### src/hdl/mcpwm_pkg.sv
// Package for the multichannel PWM with kickstart: widths, command codes,
// the per-channel control struct and the kickstart divide helper.
// No dependencies.
package mcpwm_pkg;

  // Number of PWM channels (1..4); channels beyond the register set get no kickstart
  localparam int CHANNELS      = 4;
  localparam int NUM_KICK_REGS = 4;
  localparam int PIN_W         = 4;

  localparam int CMD_W   = 2;
  localparam int CHAN_W  = 2;
  localparam int DUTY_W  = 8;
  localparam int COUNT_W = 8;
  localparam int KICK_W  = 8;
  localparam int CFG_IDX_W  = 2;
  localparam int CFG_DATA_W = 8;

  // Command codes
  localparam logic [CMD_W-1:0] CMD_TICK  = 2'd0;
  localparam logic [CMD_W-1:0] CMD_SET   = 2'd1;
  localparam logic [CMD_W-1:0] CMD_CLEAR = 2'd2;

  // Registered input transaction
  typedef struct packed {
    logic [CMD_W-1:0]  command;
    logic              count_down_kick;
    logic [CHAN_W-1:0] channel;
    logic [DUTY_W-1:0] duty;
  } in_item_t;

  // Per-channel operation for the cycle an item is processed
  typedef struct packed {
    logic               tick_zero;  // tick leaving count zero
    logic               tick_run;   // any other tick
    logic               dec;        // countdown decrement flag
    logic               set;        // set duty on this channel
    logic               clear;      // clear all
    logic [DUTY_W-1:0]  duty;       // new duty for set
    logic [COUNT_W-1:0] count_next; // advanced period counter
  } chan_op_t;

  // Kickstart load: time/100, or time/25 when the old duty was zero.
  // time*41 >> 12 and time*41 >> 10 are exact for 8-bit time.
  function automatic logic [KICK_W-1:0] kick_load(input logic [KICK_W-1:0] kt,
                                                  input logic old_zero);
    logic [KICK_W+5:0] prod;
    prod = {1'b0, kt, 5'b0} + {3'b0, kt, 3'b0} + {6'b0, kt};
    if (old_zero) begin
      kick_load = {4'b0, prod[13:10]};
    end else begin
      kick_load = {6'b0, prod[13:12]};
    end
  endfunction

endpackage

### src/hdl/mcpwm_if.sv
// Valid/ready channel interfaces for the PWM block: input items and results.
// Depends on mcpwm_pkg.
interface mcpwm_in_if import mcpwm_pkg::*; ();
  logic              valid;
  logic              ready;
  logic [CMD_W-1:0]  command;
  logic              count_down_kick;
  logic [CHAN_W-1:0] channel;
  logic [DUTY_W-1:0] duty;

  modport source (output valid, command, count_down_kick, channel, duty, input ready);
  modport sink   (input valid, command, count_down_kick, channel, duty, output ready);
endinterface

interface mcpwm_out_if import mcpwm_pkg::*; ();
  logic             valid;
  logic             ready;
  logic [PIN_W-1:0] pin_levels;

  modport source (output valid, pin_levels, input ready);
  modport sink   (input valid, pin_levels, output ready);
endinterface

### src/hdl/multichannel_pwm_with_kickstart_unit.sv
// Top level of the multichannel PWM with kickstart: input register, period
// counter, kickstart registers, channel array and result register.
// Depends on mcpwm_pkg, mcpwm_if and mcpwm_chan.

// Each input transaction yields exactly one result transaction carrying the
// pin levels after the command. A transaction is registered on entry and
// then processed by the period counter and the per-channel comparators and
// countdowns, whose result lands in the output register: one item per clock
// sustained while the output side takes each result. The input side keeps
// accepting while a result waits, as long as the output register is free or
// being emptied in the same cycle. Kickstart times are written through
// cfg_we/cfg_index/cfg_data; write them only while the block is idle.
module multichannel_pwm_with_kickstart_unit import mcpwm_pkg::*; (
  input  logic                  clk,
  input  logic                  rst,
  mcpwm_in_if.sink              in_ch,
  mcpwm_out_if.source           out_ch,
  input  logic                  cfg_we,
  input  logic [CFG_IDX_W-1:0]  cfg_index,
  input  logic [CFG_DATA_W-1:0] cfg_data
);

  logic                s1_valid;
  in_item_t            s1;
  logic                s1_fire;
  logic [COUNT_W-1:0]  period_count;
  logic [COUNT_W-1:0]  count_next;
  logic [KICK_W-1:0]   kick_time [NUM_KICK_REGS];
  logic [CHANNELS-1:0] level_vec;
  logic [CHANNELS-1:0] level_next_vec;
  logic [PIN_W-1:0]    pins_next;
  logic [PIN_W-1:0]    pins_now;
  logic                out_valid;
  logic [PIN_W-1:0]    out_pins;

  // Handshake: stage 1 moves on when the output register is free or being taken
  assign s1_fire      = s1_valid && (!out_valid || out_ch.ready);
  assign in_ch.ready  = !s1_valid || s1_fire;
  assign out_ch.valid = out_valid;
  assign out_ch.pin_levels = out_pins;

  // Input register
  always_ff @(posedge clk) begin
    if (rst) begin
      s1_valid <= 1'b0;
    end else if (in_ch.ready) begin
      s1_valid <= in_ch.valid;
    end
    if (in_ch.valid && in_ch.ready) begin
      s1.command         <= in_ch.command;
      s1.count_down_kick <= in_ch.count_down_kick;
      s1.channel         <= in_ch.channel;
      s1.duty            <= in_ch.duty;
    end
  end

  // Kickstart time registers
  always_ff @(posedge clk) begin
    if (rst) begin
      for (int i = 0; i < NUM_KICK_REGS; i++) begin
        kick_time[i] <= '0;
      end
    end else if (cfg_we && int'(cfg_index) < CHANNELS) begin
      kick_time[cfg_index] <= cfg_data[KICK_W-1:0];
    end
  end

  // Period counter
  assign count_next = period_count + 1'b1;

  always_ff @(posedge clk) begin
    if (rst) begin
      period_count <= '0;
    end else if (s1_fire && s1.command == CMD_TICK) begin
      period_count <= count_next;
    end
  end

  // Channel array
  for (genvar g = 0; g < CHANNELS; g++) begin : g_chan
    chan_op_t          op;
    logic [KICK_W-1:0] kt;

    always_comb begin
      op.tick_zero  = s1_fire && s1.command == CMD_TICK && period_count == '0;
      op.tick_run   = s1_fire && s1.command == CMD_TICK && period_count != '0;
      op.dec        = s1.count_down_kick;
      op.set        = s1_fire && s1.command == CMD_SET && int'(s1.channel) == g;
      op.clear      = s1_fire && s1.command == CMD_CLEAR;
      op.duty       = s1.duty;
      op.count_next = count_next;
    end

    if (g < NUM_KICK_REGS) begin : g_kt
      assign kt = kick_time[g];
    end else begin : g_nokt
      assign kt = '0;
    end

    mcpwm_chan u_chan (
      .clk        (clk),
      .rst        (rst),
      .op         (op),
      .kick_time  (kt),
      .level      (level_vec[g]),
      .level_next (level_next_vec[g])
    );
  end

  // Map channel levels onto the fixed-width pin field
  for (genvar p = 0; p < PIN_W; p++) begin : g_pin
    if (p < CHANNELS) begin : g_on
      assign pins_next[p] = level_next_vec[p];
      assign pins_now[p]  = level_vec[p];
    end else begin : g_off
      assign pins_next[p] = 1'b0;
      assign pins_now[p]  = 1'b0;
    end
  end

  // Result register
  always_ff @(posedge clk) begin
    if (rst) begin
      out_valid <= 1'b0;
    end else if (s1_fire) begin
      out_valid <= 1'b1;
    end else if (out_ch.ready) begin
      out_valid <= 1'b0;
    end
    if (s1_fire) begin
      out_pins <= pins_next;
    end
  end

  // Assertions
  a_fire_gives_result: assert property (@(posedge clk) disable iff (rst)
    s1_fire |=> out_ch.valid)
    else $error("processed transaction produced no result");

  a_result_matches_levels: assert property (@(posedge clk) disable iff (rst)
    s1_fire |=> out_ch.pin_levels == pins_now)
    else $error("result differs from registered pin levels");

  a_clear_drops_pins: assert property (@(posedge clk) disable iff (rst)
    s1_fire && s1.command == CMD_CLEAR |=> level_vec == '0)
    else $error("clear left a pin high");

  a_no_overrun: assert property (@(posedge clk) disable iff (rst)
    in_ch.ready |-> !(s1_valid && out_valid && !out_ch.ready))
    else $error("input accepted while stage 1 is blocked");

endmodule

### src/hdl/mcpwm_chan.sv
// One PWM channel: duty, kickstart countdown and pin level registers.
// Depends on mcpwm_pkg.
module mcpwm_chan import mcpwm_pkg::*; (
  input  logic              clk,
  input  logic              rst,
  input  chan_op_t          op,
  input  logic [KICK_W-1:0] kick_time,
  output logic              level,
  output logic              level_next
);

  logic [DUTY_W-1:0] duty;
  logic [DUTY_W-1:0] duty_next;
  logic [KICK_W-1:0] countdown;
  logic [KICK_W-1:0] countdown_next;
  logic [KICK_W-1:0] cd_dec;

  // Next-state logic for the channel
  always_comb begin
    duty_next      = duty;
    countdown_next = countdown;
    level_next     = level;
    cd_dec         = (op.dec && countdown != '0) ? countdown - 1'b1 : countdown;
    if (op.clear) begin
      duty_next      = '0;
      countdown_next = '0;
      level_next     = 1'b0;
    end else if (op.tick_zero) begin
      level_next = (duty != '0);
    end else if (op.tick_run) begin
      countdown_next = cd_dec;
      if (cd_dec == '0 && duty == op.count_next) begin
        level_next = 1'b0;
      end
    end else if (op.set && op.duty != duty) begin
      duty_next = op.duty;
      if (kick_time != '0 && op.duty > duty) begin
        countdown_next = kick_load(kick_time, duty == '0);
      end
    end
  end

  always_ff @(posedge clk) begin
    if (rst) begin
      duty      <= '0;
      countdown <= '0;
      level     <= 1'b0;
    end else begin
      duty      <= duty_next;
      countdown <= countdown_next;
      level     <= level_next;
    end
  end

endmodule
### src/flat_wrapper.sv
// flat-port wrapper written by rule: the top's interface ports become plain ports
module multichannel_pwm_with_kickstart_unit_flat import mcpwm_pkg::*;
  (clk, rst, cfg_we, cfg_index, cfg_data, in_ch_valid, in_ch_command, in_ch_count_down_kick, in_ch_channel, in_ch_duty, in_ch_ready, out_ch_valid, out_ch_pin_levels, out_ch_ready);
  mcpwm_in_if in_ch_i ();
  mcpwm_out_if out_ch_i ();
  input  logic clk;
  input  logic rst;
  input  logic cfg_we;
  input  logic [CFG_IDX_W-1:0] cfg_index;
  input  logic [CFG_DATA_W-1:0] cfg_data;
  input wire logic [$bits(in_ch_i.valid)-1:0] in_ch_valid;
  input wire logic [$bits(in_ch_i.command)-1:0] in_ch_command;
  input wire logic [$bits(in_ch_i.count_down_kick)-1:0] in_ch_count_down_kick;
  input wire logic [$bits(in_ch_i.channel)-1:0] in_ch_channel;
  input wire logic [$bits(in_ch_i.duty)-1:0] in_ch_duty;
  output wire logic [$bits(in_ch_i.ready)-1:0] in_ch_ready;
  output wire logic [$bits(out_ch_i.valid)-1:0] out_ch_valid;
  output wire logic [$bits(out_ch_i.pin_levels)-1:0] out_ch_pin_levels;
  input wire logic [$bits(out_ch_i.ready)-1:0] out_ch_ready;
  assign in_ch_i.valid = in_ch_valid;
  assign in_ch_i.command = in_ch_command;
  assign in_ch_i.count_down_kick = in_ch_count_down_kick;
  assign in_ch_i.channel = in_ch_channel;
  assign in_ch_i.duty = in_ch_duty;
  assign in_ch_ready = in_ch_i.ready;
  assign out_ch_valid = out_ch_i.valid;
  assign out_ch_pin_levels = out_ch_i.pin_levels;
  assign out_ch_i.ready = out_ch_ready;
  multichannel_pwm_with_kickstart_unit u_core (.clk(clk), .rst(rst), .in_ch(in_ch_i), .out_ch(out_ch_i), .cfg_we(cfg_we), .cfg_index(cfg_index), .cfg_data(cfg_data));
endmodule
### config.mk
export PLATFORM = sky130hd
export DESIGN_NAME = multichannel_pwm_with_kickstart_unit_flat
export DESIGN_NICKNAME = d
export VERILOG_FILES = /design/src/hdl/mcpwm_pkg.sv /design/src/hdl/mcpwm_if.sv /design/src/hdl/multichannel_pwm_with_kickstart_unit.sv /design/src/hdl/mcpwm_chan.sv /design/src/flat_wrapper.sv
export SDC_FILE = /design/constraint.sdc
export NUM_CORES = 1
export LEC_CHECK = 0
export BUFFER_PORTS_ARGS = -buffer_cell sky130_fd_sc_hd__buf_2
export CAP_MARGIN = 5
export CELL_PAD_IN_SITES_DETAIL_PLACEMENT = 1
export CELL_PAD_IN_SITES_GLOBAL_PLACEMENT = 1
export CORE_ASPECT_RATIO = 1.75
export CORE_MARGIN = 3
export CORE_UTILIZATION = 54
export CTS_BUF_LIST = sky130_fd_sc_hd__clkbuf_2
export CTS_CLUSTER_DIAMETER = 30
export CTS_CLUSTER_SIZE = 20
export DETAILED_ROUTE_END_ITERATION = 12
export PLACE_DENSITY = 0.9
export SLEW_MARGIN = 15
export SYNTH_ARGS = -nofsm -noshare
export SYNTH_HDL_FRONTEND = slang
export SYNTH_SLANG_ARGS = --single-unit
### constraint.sdc
create_clock -name clk -period 6.5 [get_ports clk]
set_input_delay 0 -clock clk [delete_from_list [all_inputs] [get_ports clk]]
set_output_delay 0 -clock clk [all_outputs]
set_load 0.1 [all_outputs]
# Word level (Yosys, flattened, before mapping)
# Memory sizes are Yosys's and may differ from the RTL's.
# Index checks and enable logic that the tools add are counted.
# word_totals
regBits	95
ramBits	32
input_bits	28
out_inout_bits	6
elab_cells	173
mem_count	1
# classes
n_addsub	13
magnitude_cmp	4
eq_ne	13
muxes	46
bitwise	2
n_reduce_logical	74
# memory_table
name	words	word_bits	rd	rd_ports_with_merged_regs	write_ports	line_no	text
u_core.kick_time	4	8	4	0	4	multichannel_pwm_with_kickstart_unit.sv:28	logic [KICK_W-1:0] kick_time [NUM_KICK_REGS];
# ops
operator	n
8-bit two-way mux	17
8-bit nonzero test	13
8-bit logical NOT	9
13-bit by 11-bit adder with 14-bit output	4
14-bit by 8-bit adder with 14-bit output	4
8-bit equality test	4
8-bit greater-than comparator	4
8-bit inequality test	4
8-bit by 1-bit subtractor with 8-bit output (second input constant)	4
1-bit logical AND	27
1-bit two-way mux	24
3-bit AND reduction	8
2-bit nonzero test	9
4-bit two-way mux	4
8-bit by 1-bit adder with 8-bit output (second input constant)	1
8-bit OR reduction	1
2-bit equality test (second input constant)	3
2-bit by 1-bit equality test with 1-bit output (second input constant)	2
2-bit logical NOT	2
1-bit logical NOT	2
1-bit logical OR	2
2-bit two-way mux	1
1-bit inverter	2
2-bit OR reduction	1

# Logic depth before layout (Yosys ltp)
# Gate-level depths: netlist of run 1.
# logic_depth
depth_word	9
ltp_mapped	11
ltp_nobuf	11

# Hierarchy
# A second synthesis of run 1 with hierarchy kept.
# hier_totals
hier_cells	984
hier_area_um2	8972.4
# by_module_without_submodules
module	n_inst	cells_per_inst	area_per_inst_um2	seq_area_each_um2
mcpwm_chan (u_core.g_chan[0].u_chan ...)	3	202	1645.3	340.3
multichannel_pwm_with_kickstart_unit	1	169	2368.5	1671.6
mcpwm_chan (u_core.g_chan[1].u_chan)	1	209	1667.8	340.3

# Worst setup path after synthesis of run 1
# No wires, ideal clock.
# synth_path
path_kind	reg2reg
from	reg u_core.out_valid (netlist: u_core.out_ch.valid)
to	reg u_core.s1 (netlist bit u_core.g_chan[0].op[10]) (enable)
setup_ns	0.305
arrival_ns	2.477
t_required_ns	6.195
path_slack_ns	3.718
path_stages_with_launch	4
n_path_buf	0
synth_period_minus_slack_ns	2.782
cell_sequence	dfxtp_1 nor2b_1 nand2_1 and2_1
# synth_between
elab_chain_cells	5
# synth_lines
element	line_no	text
start, declared	multichannel_pwm_with_kickstart_unit.sv:33	logic out_valid;
start signal, assigned	multichannel_pwm_with_kickstart_unit.sv:124	out_valid <= 1'b0;
start signal, assigned	multichannel_pwm_with_kickstart_unit.sv:126	out_valid <= 1'b1;
start signal, assigned	multichannel_pwm_with_kickstart_unit.sv:128	out_valid <= 1'b0;
1-bit logical NOT	multichannel_pwm_with_kickstart_unit.sv:37	assign s1_fire = s1_valid && (!out_valid || out_ch.ready);
1-bit logical OR	multichannel_pwm_with_kickstart_unit.sv:37	
1-bit logical AND	multichannel_pwm_with_kickstart_unit.sv:37	
1-bit logical OR	multichannel_pwm_with_kickstart_unit.sv:38	assign in_ch.ready = !s1_valid || s1_fire;
via in_ch_ready	flat_wrapper.sv:16	output wire logic [$bits(in_ch_i.ready)-1:0] in_ch_ready;
1-bit logical AND	multichannel_pwm_with_kickstart_unit.sv:49	if (in_ch.valid && in_ch.ready) begin
end, declared	multichannel_pwm_with_kickstart_unit.sv:24	in_item_t s1;
# The timed path passes the listed nets, and every way through them passes these cells.
# A chain may end at the register's enable or synchronous reset.

==> results of run 1 <==
## layout make-up
cell class	instances	area, um^2	share of cell area, %
multi-input combinational	737	5240	54.2
inverter	75	282	2.91
antenna	1	2.50	0.0259
timing repair buffer	84	663	6.85
tap	186	233	2.40
clock buffer	19	95.1	0.982
clock inverter	13	128	1.32
sequential	127	3030	31.3
## how the worst max path moves through the flow
stage | depth (start not counted) | to
5_1_grt | 11 | u_core.g_chan[1].u_chan.countdown[0]
3_5_place_dp | 8 | u_core.out_ch.pin_levels[1]
3_3_place_gp | 8 | u_core.out_ch.pin_levels[1]
4_1_cts | 11 | u_core.g_chan[1].u_chan.countdown[0]
2_1_floorplan | 3 | u_core.g_chan[0].op[10]
6_report | 11 | u_core.g_chan[1].u_chan.countdown[0]
## cells in the final DEF (no fill, tap or decap), types with 5 or more instances in the layout
cell,Yosys,layout
nand2_1,55,55
inv_6,0,5
a21oi_1,66,66
edfxtp_1,49,49
nor4_1,26,26
xnor2_1,40,40
and3_1,6,6
o21ai_0,42,42
buf_2,8,33
and2_1,36,36
dlygate4sd3_1,0,46
nor3_1,24,24
or3_1,12,12
mux2i_1,30,30
buf_4,4,5
nand4_1,24,24
a21o_1,11,11
inv_1,74,74
ha_1,86,86
fa_1,12,12
a31oi_1,17,17
dfxtp_1,78,78
clkbuf_2,0,19
nand3_1,17,17
or4_1,5,5
nor2b_1,10,10
o21a_1,8,8
nor2_1,102,102
xor2_1,16,16
a211oi_1,12,12
## cells by family (layout without fill, tap and decap cells)
kind of cell | Yosys count | count (layout) | synth area share [%]
buf+inv | 107 | 191 | 4.90
mux | 30 | 30 | 3.45
simple gates | 342 | 342 | 20.4
compound gates | 211 | 211 | 15.7
fa+ha+maj | 98 | 98 | 15.1
flops | 127 | 127 | 34.8
xor+xnor | 56 | 56 | 5.64
other cells | 0 | 1 | 0
## stage by stage
step | hold slack, ps | total power [mW] | instances | util (%) | setup slack [ps]
after floorplan | 98.9 | 1.12 | 971 | - | 3720
after detailed placement | 181 | 1.24 | 1163 | 57.6 | 3390
after CTS | 10.9 | 1.74 | 1240 | 61.9 | 3320
after global routing | 1.47 | 1.88 | 1242 | 62.0 | 2880
after global placement | 179 | 1.21 | 1163 | 57.6 | 3460
final | 31.0 | 1.82 | 1242 | 62.0 | 2980
## synth_stat cells (16+ instances only)
master	instances
o21ai_0	42
nor4_1	26
a21oi_1	66
dfxtp_1	78
a31oi_1	17
xnor2_1	40
ha_1	86
xor2_1	16
mux2i_1	30
nand2_1	55
nand4_1	24
edfxtp_1	49
and2_1	36
nor3_1	24
nor2_1	102
nand3_1	17
clkbuf_1	16
inv_1	74
## power groups by stage
stage	registers, mW	logic [mW]	clock network, mW
2_1_floorplan	0.904	0.218	0
5_1_grt	0.905	0.422	0.553
3_3_place_gp	0.910	0.299	0
3_5_place_dp	0.912	0.326	0
4_1_cts	0.896	0.349	0.495
6_report	0.904	0.397	0.524
## layer usage
layer / vias to the layer above / routed length, um / global-route usage (%)
met1: 4230 / 12000 / 42.6
li1: 3648 / - / -
met3: 280 / 2470 / 8.51
met4: 4 / 3480 / 31.4
met5: - / 29 / 0
met2: 585 / 17600 / 68.6
## registers in the layout, summed over array words and instances, names as in the netlist
register                        flops
u_core.g_chan.op                    9
u_core.g_chan.u_chan.countdown     32
u_core.g_chan.u_chan.duty          32
u_core.g_chan.u_chan.level          4
u_core.kick_time                   32
u_core.out_ch.pin_levels            4
u_core.out_ch.valid                 1
u_core.period_count                 8
u_core.s1                           4
u_core.s1_valid                     1
==> reports/results.ini, run 1 <==
[floorplanning]
die_area_um2 = 17700
fp.dieH_um = 174
core_um2 = 15600
rows = 60
die_w_um = 102
initial_core_util_pct = 55.7
io_pins = 34

[worst_setup_path]
worst-path-buf-inv = 2
crit_path_end_kind = flip-flop
crit_chain = inv_1 > fa_1 > inv_1 > ha_1 > o21a_1 > o2bb2ai_1 > a21oi_1 > o31ai_1 > nand3_1 > o311ai_0 > and3_1
r2r_start = u_core.kick_time[1][2]
cp_common_cell = inv_1
critPathMaxFanout = 4
critPathLaunch = u_core.kick_time[1][2]
critical_path.max_stage_delay_ps = 630
r2r_slack_ps = 2980
crit_type = flip-flop to flip-flop
r2r-end = u_core.g_chan[1].u_chan.countdown[0]
crit_required_ps = 7170
path_delay_family = compound AO/OA/AOI/OAI gates
critPathArrivalTime_ps = 4190
cpMaxStageDelayCell = o31ai_1
start_kind = flip-flop
reg2regPathDepth = 11

[sta]
finalCriticalPeriod_ps = 3520
finalCritPeriodShare_pct = 54.2
maxSlewViolCount = 0
hold_viol_final = 0
max_freq_mhz = 284
final-setup-viol-count = 0
clock_skew_ps = 91.8
tightest_slew_ps = 1260
relSlewSlack_pct = 16.0
tns_ps = 0
rsz0062_at_grt = false

[global_route]
grt_pass1_vias = 9554
grt_first_pass_wirelength_mm = 54.7
grt_antenna_before_repair = 3
grt_usage_pct = 40.7
grt_max_degree = 57
overflow = 0

[power]
cellPowerDensity_nw_per_um2 = 189
p_leak_nw = 3.88
p_int_mw = 1.16
vdd_drop_max_mv = 0.175
power_switching_uw = 667
clock_power_share_pct = 28.7
sw_frac_of_total_pct = 36.6
seqPwrFrac_pct = 49.5
comb_power_share_pct = 21.8

[clock_network]
clk_latency_ps = 780
clk_path_buf_depth = 2
cts_tree = done
cts_hold_buf = 45
clk_pin_slew_worst_paths_ps = 230
clkSinkCount = 127
postCtsSetupBuffers = 0
root_buffer = clkbuf_2
htree_levels = 4
cts_buffers = 17
cts_resized = 0

[yosys]
avgSynthCellArea_um2 = 8.96
yosysTopAreaCellShare_pct = 17.9
syn-instance-count = 971
synth-edff-count = 49
synth_largest_area_cell = dfxtp_1
yosysUniqueCellTypes = 75
synth_area_um2 = 8700
yosysWarnings = 0
async_reset_ff_share_pct = 0
synth_seq_cells = 127
ys.flop_type = dfxtp_1
seq_area_frac_synth_pct = 34.8
synth_area_leaders = dfxtp_1, edfxtp_1, ha_1
synth_nets = 1097

[hold_path]
worstHoldStart = in_ch_duty[7]
min_path_cells = 2
hp-class = input port to flip-flop
hold_end = u_core.g_chan[0].op[15]

[route]
initialDrtViolationCount = 803
drc = 0
vias_per_cell = 7.04
vias = 8747
drt_first_pass_iters = 7
post_drt_wl_per_cell_um = 28.6
wirelength_mm = 35.5
antenna_left = 0

[cells_and_area]
fin_area_um2 = 9680
drive_above_1_share_pct = 8.63
nets = 1168
fill_cells = 1783
areaGrowthSynthToFinish_pct = 11.2

[placement]
place_area_um2 = 8990
io_buffers = 33
gp_congestion = 0.915
dpl.hpwl_mm = 21.4

[outcome]
outcome = finished, final reports clean

[flow_run]
drv_cap = 0

No activity file was read; power rests on OpenSTA's default activity.
==> run 2, diff against run 1 <==
--- a/config.mk
+++ b/config.mk
@@ -11,12 +11,12 @@
 export CELL_PAD_IN_SITES_GLOBAL_PLACEMENT = 1
 export CORE_ASPECT_RATIO = 1.75
 export CORE_MARGIN = 3
-export CORE_UTILIZATION = 54
+export CORE_UTILIZATION = 45
 export CTS_BUF_LIST = sky130_fd_sc_hd__clkbuf_2
 export CTS_CLUSTER_DIAMETER = 30
 export CTS_CLUSTER_SIZE = 20
 export DETAILED_ROUTE_END_ITERATION = 12
-export PLACE_DENSITY = 0.9
+export PLACE_DENSITY = 0.8
 export SLEW_MARGIN = 15
 export SYNTH_ARGS = -nofsm -noshare
 export SYNTH_HDL_FRONTEND = slang
==> constraint.sdc (replaced) <==
create_clock -name clk -period 3.1 [get_ports clk]
set_input_delay 0 -clock clk [delete_from_list [all_inputs] [get_ports clk]]
set_output_delay 0 -clock clk [all_outputs]
set_load 0.1 [all_outputs]
==> run 2 against run 1 <==
Clock skew decreased by 36 ps. Count of clock-buffer cells in the layout is 2 higher. Cell count rose by 7.5%. Critical path depth is the same. Clock power increased by 110%. Hold slack better by 140 ps. Fmax rose by 19%. Critical path type unchanged. Largest power group unchanged.
==> reports/results.ini, run 2 (synthesis results as in run 1) <==
[global_route]
overflow = 0  ; unchanged
grt_max_degree = 37  ; -35%
grt_pass1_vias = 8995  ; -5.9%
grt_antenna_before_repair = 4  ; +1
grt_usage_pct = 31.0  ; -9.6 points
grt_first_pass_wirelength_mm = 50.5  ; -7.8%

[floorplanning]
initial_core_util_pct = 46.2  ; -9.5 points
die_w_um = 111  ; +9.0%
core_um2 = 18800  ; +21%
io_pins = 34  ; unchanged
fp.dieH_um = 190  ; +9.2%
die_area_um2 = 21100  ; +19%
rows = 66  ; +10%

[worst_setup_path]
crit_path_end_kind = flip-flop
crit_required_ps = 3710  ; -3460 ps
critPathArrivalTime_ps = 3560  ; -630 ps
start_kind = flip-flop
r2r_start = u_core.kick_time[2][0]
r2r_slack_ps = 150  ; -2830 ps
r2r-end = u_core.g_chan[2].u_chan.countdown[1]
critPathMaxFanout = 3  ; -1
crit_type = flip-flop to flip-flop
reg2regPathDepth = 11  ; unchanged

[sta]
maxSlewViolCount = 0  ; unchanged
finalCritPeriodShare_pct = 95.3  ; +41 points
relSlewSlack_pct = 43.9  ; +28 points
hold_viol_final = 0  ; unchanged
max_freq_mhz = 339  ; +19%
finalCriticalPeriod_ps = 2950  ; -569 ps
setup_ws_ps = 147  ; -2830 ps
tns_ps = 0  ; unchanged
final-setup-viol-count = 0  ; unchanged
clock_skew_ps = 55.8  ; -36.0 ps
rsz0062_at_grt = false
tightest_slew_ps = 839  ; -418 ps

[placement]
place_inst = 1246  ; +7.1%
io_buffers = 33  ; unchanged
gp_congestion = 0.903  ; -1.3%
dpl.hpwl_mm = 22.1  ; +3.3%
preCtsSetupSlack_ps = 180  ; -3210 ps

[power]
power_switching_mw = 1.27  ; +90%
sw_frac_of_total_pct = 33.5  ; -3.0 points
p_leak_nw = 4.09  ; +5.3%
vdd_drop_max_mv = 0.365  ; +110%
seqPwrFrac_pct = 49.7  ; +0.2 points
comb_power_share_pct = 21.7  ; about the same
cellPowerDensity_nw_per_um2 = 375  ; +99%
p_int_mw = 2.51  ; +120%
clock_power_share_pct = 28.6  ; about the same

[flow_run]
drv_cap = 0  ; unchanged

[outcome]
outcome = finished, final reports clean

[hold_path]
min_path_cells = 3  ; +1
worstHoldStart = cfg_data[6]
hold_end = u_core.kick_time[1][6]
hp-class = input port to flip-flop

[clock_network]
clkSinkCount = 127  ; unchanged
clk_pin_slew_worst_paths_ps = 250  ; +20 ps
clk_path_buf_depth = 2  ; unchanged
clk_latency_ps = 750  ; -30 ps
cts_tree = done
cts_buffers = 17  ; unchanged
htree_levels = 4  ; unchanged
root_buffer = clkbuf_2

[cells_and_area]
final_cells = 1335  ; +7.5%
reg.largest.list = u_core.g_chan.u_chan.countdown (32), u_core.g_chan.u_chan.duty (32), u_core.kick_time (32)
areaGrowthSynthToFinish_pct = 15.8
nets = 1207  ; +3.3%
final_common_cell = nor2_1
layout_common_cells = nor2_1, ha_1, dfxtp_1
drive_above_1_share_pct = 12.0  ; +3.3 points

[route]
post_drt_wl_per_cell_um = 24.5  ; -14%
drt_first_pass_iters = 6  ; -1
wirelength_mm = 32.8  ; -7.7%
initialDrtViolationCount = 463  ; -42%
antenna_left = 0  ; unchanged
vias_per_cell = 6.23  ; -12%
drc = 0  ; unchanged
vias = 8312  ; -5.0%

run 2: cell types whose count changed in the layout (fill, tap and decap cells not counted), sizes merged:
cell,change
clkinv,+3
buf,+35
inv,-5
bufinv,+1
clkbuf,+2
clkinvlp,-1
dlygate4sd3,+4
diode,+2
run 2: worst max path at each step:
stage | start | cells past startpoint | slack (ps) | endpoint
2_1_floorplan | u_core.out_ch.valid | 3 | 320 | u_core.g_chan[0].op[10]
6_report | u_core.kick_time[2][0] | 11 | 150 | u_core.g_chan[2].u_chan.countdown[1]
3_5_place_dp | u_core.kick_time[2][2] | 11 | 180 | u_core.g_chan[2].u_chan.countdown[3]
3_3_place_gp | u_core.period_count[0] | 8 | 350 | u_core.out_ch.pin_levels[1]
4_1_cts | u_core.kick_time[2][2] | 11 | 140 | u_core.g_chan[2].u_chan.countdown[3]
5_1_grt | u_core.period_count[0] | 8 | 1 | u_core.out_ch.pin_levels[1]
run 2: cell type report:
cell class / count / area (um^2)
diodes: 3 / 7.51
clock buffers: 21 / 105
clock inverters: 11 / 118
fillers: 2176 / 8750
inverters: 75 / 282
multi-input cells: 737 / 5270
flip-flops and latches: 127 / 3030
well taps: 238 / 298
repair buffers: 123 / 966
run 2: timing repair:
action | 4_1_cts | 5_1_grt
buffers inserted | 0 | 4
endpoints found under the hold margin | 88 | 0
hold buffers | 50 | 0
setup endpoints to repair | 0 | 4
resized for setup | 0 | 7
run 2: worst max-delay path, stage by stage (launching register included):
cell,delay (ps)
edfxtp_1,460
inv_1,90
fa_1,570
inv_1,60
ha_1,280
nand4_1,130
a21oi_2,100
or3_1,440
a21oi_1,200
xor2_1,190
o21ai_2,120
o2bb2ai_1,160
run 2: power by group through the flow:
| stage | sequential (mW) | clock, mW | combinational, mW |
|---|---|---|---|
| floorplan | 1.90 | 0 | 0.458 |
| global placement | 1.90 | 0 | 0.667 |
| detailed placement | 1.91 | 0 | 0.697 |
| CTS | 1.87 | 1.05 | 0.750 |
| global route | 1.88 | 1.15 | 0.894 |
| finish | 1.88 | 1.08 | 0.820 |
run 2: per-stage QoR:
step / power (mW) / util (%) / instance area (um^2) / hold slack, ps
floorplan: 2.35 / - / 8700 / 98.9
global placement: 2.57 / 49.3 / 9290 / 176
detailed placement: 2.60 / 49.3 / 9290 / 178
CTS: 3.67 / 53.2 / 10000 / 144
global route: 3.92 / 53.5 / 10100 / 136
finish: 3.78 / 53.5 / 10100 / 171
run 2: per-layer routing:
metal | share of wire, % | global-route usage [%] | vias up
met2 | 53 | 58.7 | 286
met5 | 0.037 | 0 | -
li1 | - | - | 3733
met1 | 33 | 29.4 | 4117
met3 | 3.7 | 4.52 | 174
met4 | 9.7 | 24.5 | 2
==> run 3, diff against run 2 <==
--- a/config.mk
+++ b/config.mk
@@ -17,6 +17,7 @@
 export CTS_CLUSTER_SIZE = 20
 export DETAILED_ROUTE_END_ITERATION = 12
 export PLACE_DENSITY = 0.8
+export REMOVE_ABC_BUFFERS = 1
 export SLEW_MARGIN = 15
 export SYNTH_ARGS = -nofsm -noshare
 export SYNTH_HDL_FRONTEND = slang
==> run 3 against run 2 <==
Hold slack got worse by 73 ps. Flip-flop and latch count unchanged. Cell count decreased by 0.82%. Utilization decreased by 0.060 points. Via count decreased by 3.9%. Fmax increased by 1.4%. First-iteration DRC count decreased by 18%. Critical path depth decreased by 2. Total power increased by 5.5%. Global-route usage decreased by 2.3 points. Sequential share of layout area about the same. Critical path type unchanged. Critical endpoint is now u_core.g_chan[1].u_chan.countdown[0]. Largest power group unchanged.
==> reports/results.ini, run 3 (synthesis results as in run 1) <==
[route]
drt_first_pass_iters = 5  ; -1
drc = 0  ; unchanged
post_drt_wl_per_cell_um = 22.4  ; -8.8%
vias = 7987  ; -3.9%
wirelength_mm = 29.6  ; -9.6%
initialDrtViolationCount = 378  ; -18%
vias_per_cell = 6.03  ; -3.1%
antenna_left = 0  ; unchanged

[cells_and_area]
final_common_cell = nor2_1
final_core_util_pct = 53.5  ; -0.060 points
drive_above_1_share_pct = 11.1  ; -0.91 points
fill_cells = 2218  ; +1.9%
layout_common_cells = nor2_1, ha_1, dfxtp_1
areaGrowthSynthToFinish_pct = 15.7
final_cells = 1324  ; -0.82%
nets = 1198  ; -0.75%
reg.largest.list = u_core.g_chan.u_chan.countdown (32), u_core.g_chan.u_chan.duty (32), u_core.kick_time (32)
fin_area_um2 = 10100  ; -0.11%

[worst_setup_path]
r2r_start = u_core.kick_time[1][3]
critPathLaunch = u_core.kick_time[1][3]
critPathMaxFanout = 4  ; +1
crit_type = flip-flop to flip-flop
r2r-end = u_core.g_chan[1].u_chan.countdown[0]
r2r_slack_ps = 190  ; +40 ps
critPathArrivalTime_ps = 3660  ; +100 ps
crit_required_ps = 3850  ; +140 ps
crit_path_end_kind = flip-flop
reg2regPathDepth = 9  ; -2
start_kind = flip-flop
crit_end = u_core.g_chan[1].u_chan.countdown[0]

[global_route]
grt_first_pass_wirelength_mm = 47.1  ; -6.8%
grt_pass1_vias = 8909  ; -0.96%
overflow = 0  ; unchanged
grt_usage_pct = 28.7  ; -2.3 points
grt_max_degree = 41  ; +11%
grt_antenna_before_repair = 1  ; -3

[clock_network]
root_buffer = clkbuf_2
cts_tree = done
htree_levels = 4  ; unchanged
clk_path_buf_depth = 2  ; unchanged
cts_buffers = 17  ; unchanged
clkSinkCount = 127  ; unchanged
postCtsSetupBuffers = 0  ; unchanged
clk_pin_slew_worst_paths_ps = 210  ; -40 ps
clk_latency_ps = 820  ; +70 ps

[placement]
dpl.hpwl_mm = 21.0  ; -4.9%
io_buffers = 33  ; unchanged
place_area_um2 = 9300  ; about the same
preCtsSetupSlack_ps = 109  ; -71.1 ps
place_inst = 1245  ; -0.080%
gp_congestion = 0.925  ; +2.4%

[floorplanning]
die_area_um2 = 21100  ; unchanged
die_w_um = 111  ; unchanged
rows = 66  ; unchanged
core_um2 = 18800  ; unchanged
fp.dieH_um = 190  ; unchanged
io_pins = 34  ; unchanged
initial_core_util_pct = 46.2  ; unchanged

[power]
p_leak_nw = 4.05  ; -0.86%
vdd_drop_max_mv = 0.510  ; +40%
cellPowerDensity_nw_per_um2 = 396  ; +5.6%
p_total_mw = 3.99  ; +5.5%

[sta]
max_freq_mhz = 343  ; +1.4%
finalCriticalPeriod_ps = 2910  ; -41.2 ps
final-setup-viol-count = 0  ; unchanged
hold_viol_final = 0  ; unchanged
finalCritPeriodShare_pct = 93.9  ; -1.3 points
tightest_slew_ps = 806  ; -32.7 ps
rsz0062_at_grt = false
relSlewSlack_pct = 46.1  ; +2.3 points
maxSlewViolCount = 0  ; unchanged
setup_ws_ps = 188  ; +41.2 ps
clock_skew_ps = 39.6  ; -16.2 ps

[flow_run]
drv_cap = 0  ; unchanged

[outcome]
outcome = finished, final reports clean

[hold_path]
hp-class = input port to flip-flop
worstHoldStart = cfg_data[1]

-- run 3: cell count changes in the layout (fill, tap and decap cells not counted), sizes merged --
cell / before / now
clkbuf: 21 / 17
dlygate4sd3: 50 / 46
bufinv: 2 / 5
clkinvlp: 2 / 3
clkinv: 7 / 5
inv: 75 / 77
diode: 3 / 1
buf: 73 / 68
-- run 3: timing repair --
action,CTS,global route
endpoints found under the hold margin,116,0
resized for setup,0,1
setup endpoints to repair,0,4
hold buffers,46,0
-- run 3: how the worst min path moves through the flow --
stage	cells past startpoint	end
after global placement	1	u_core.s1[8]
final	3	u_core.kick_time[1][1]
after CTS	3	u_core.kick_time[2][1]
after global routing	3	u_core.kick_time[1][6]
after floorplan	1	u_core.period_count[1]
after detailed placement	1	u_core.s1[12]
-- run 3: worst max-delay path, stage by stage (launching register included) --
cell and delay, ps:
edfxtp_1 530, fa_1 510, ha_1 310, o21a_1 190
o2bb2ai_1 260, a21oi_1 190, o31ai_2 430, nand3_1 130
o311ai_0 110, and3_1 200
-- run 3: layout make-up --
type                    instances  area (um^2)  share of cell area [%]
flip-flops and latches        127         3030                    30.1
well taps                     238          298                    2.96
clock buffers                  17         85.1                   0.845
inverters                      75          282                    2.80
repair buffers                114          901                    8.95
diodes                          1         2.50                  0.0249
multi-input cells             737         5250                    52.1
clock inverters                15          216                    2.15
-- run 3: through the flow --
step | setup TNS (ps) | hold slack, ps
detailed placement | 0 | 179
global route | 0 | 64.5
finish | 0 | 98.1
floorplan | -280 | 69.1
global placement | 0 | 177
CTS | 0 | 53.5
-- run 3: power by group --
group	internal, mW	switching [mW]	total, mW
registers	1.79	0.0798	1.87
clock network	0.609	0.717	1.33
logic	0.330	0.458	0.788
total	2.73	1.25	3.99
-- run 3: routing by layer --
layer / vias to the layer above / GRT usage [%] / share of wire [%]
li1: 3726 / - / -
met1: 3962 / 27.4 / 35
met2: 196 / 55.7 / 56
met3: 103 / 4.93 / 3.0
met4: 0 / 18.3 / 6.5
met5: - / 0 / 0
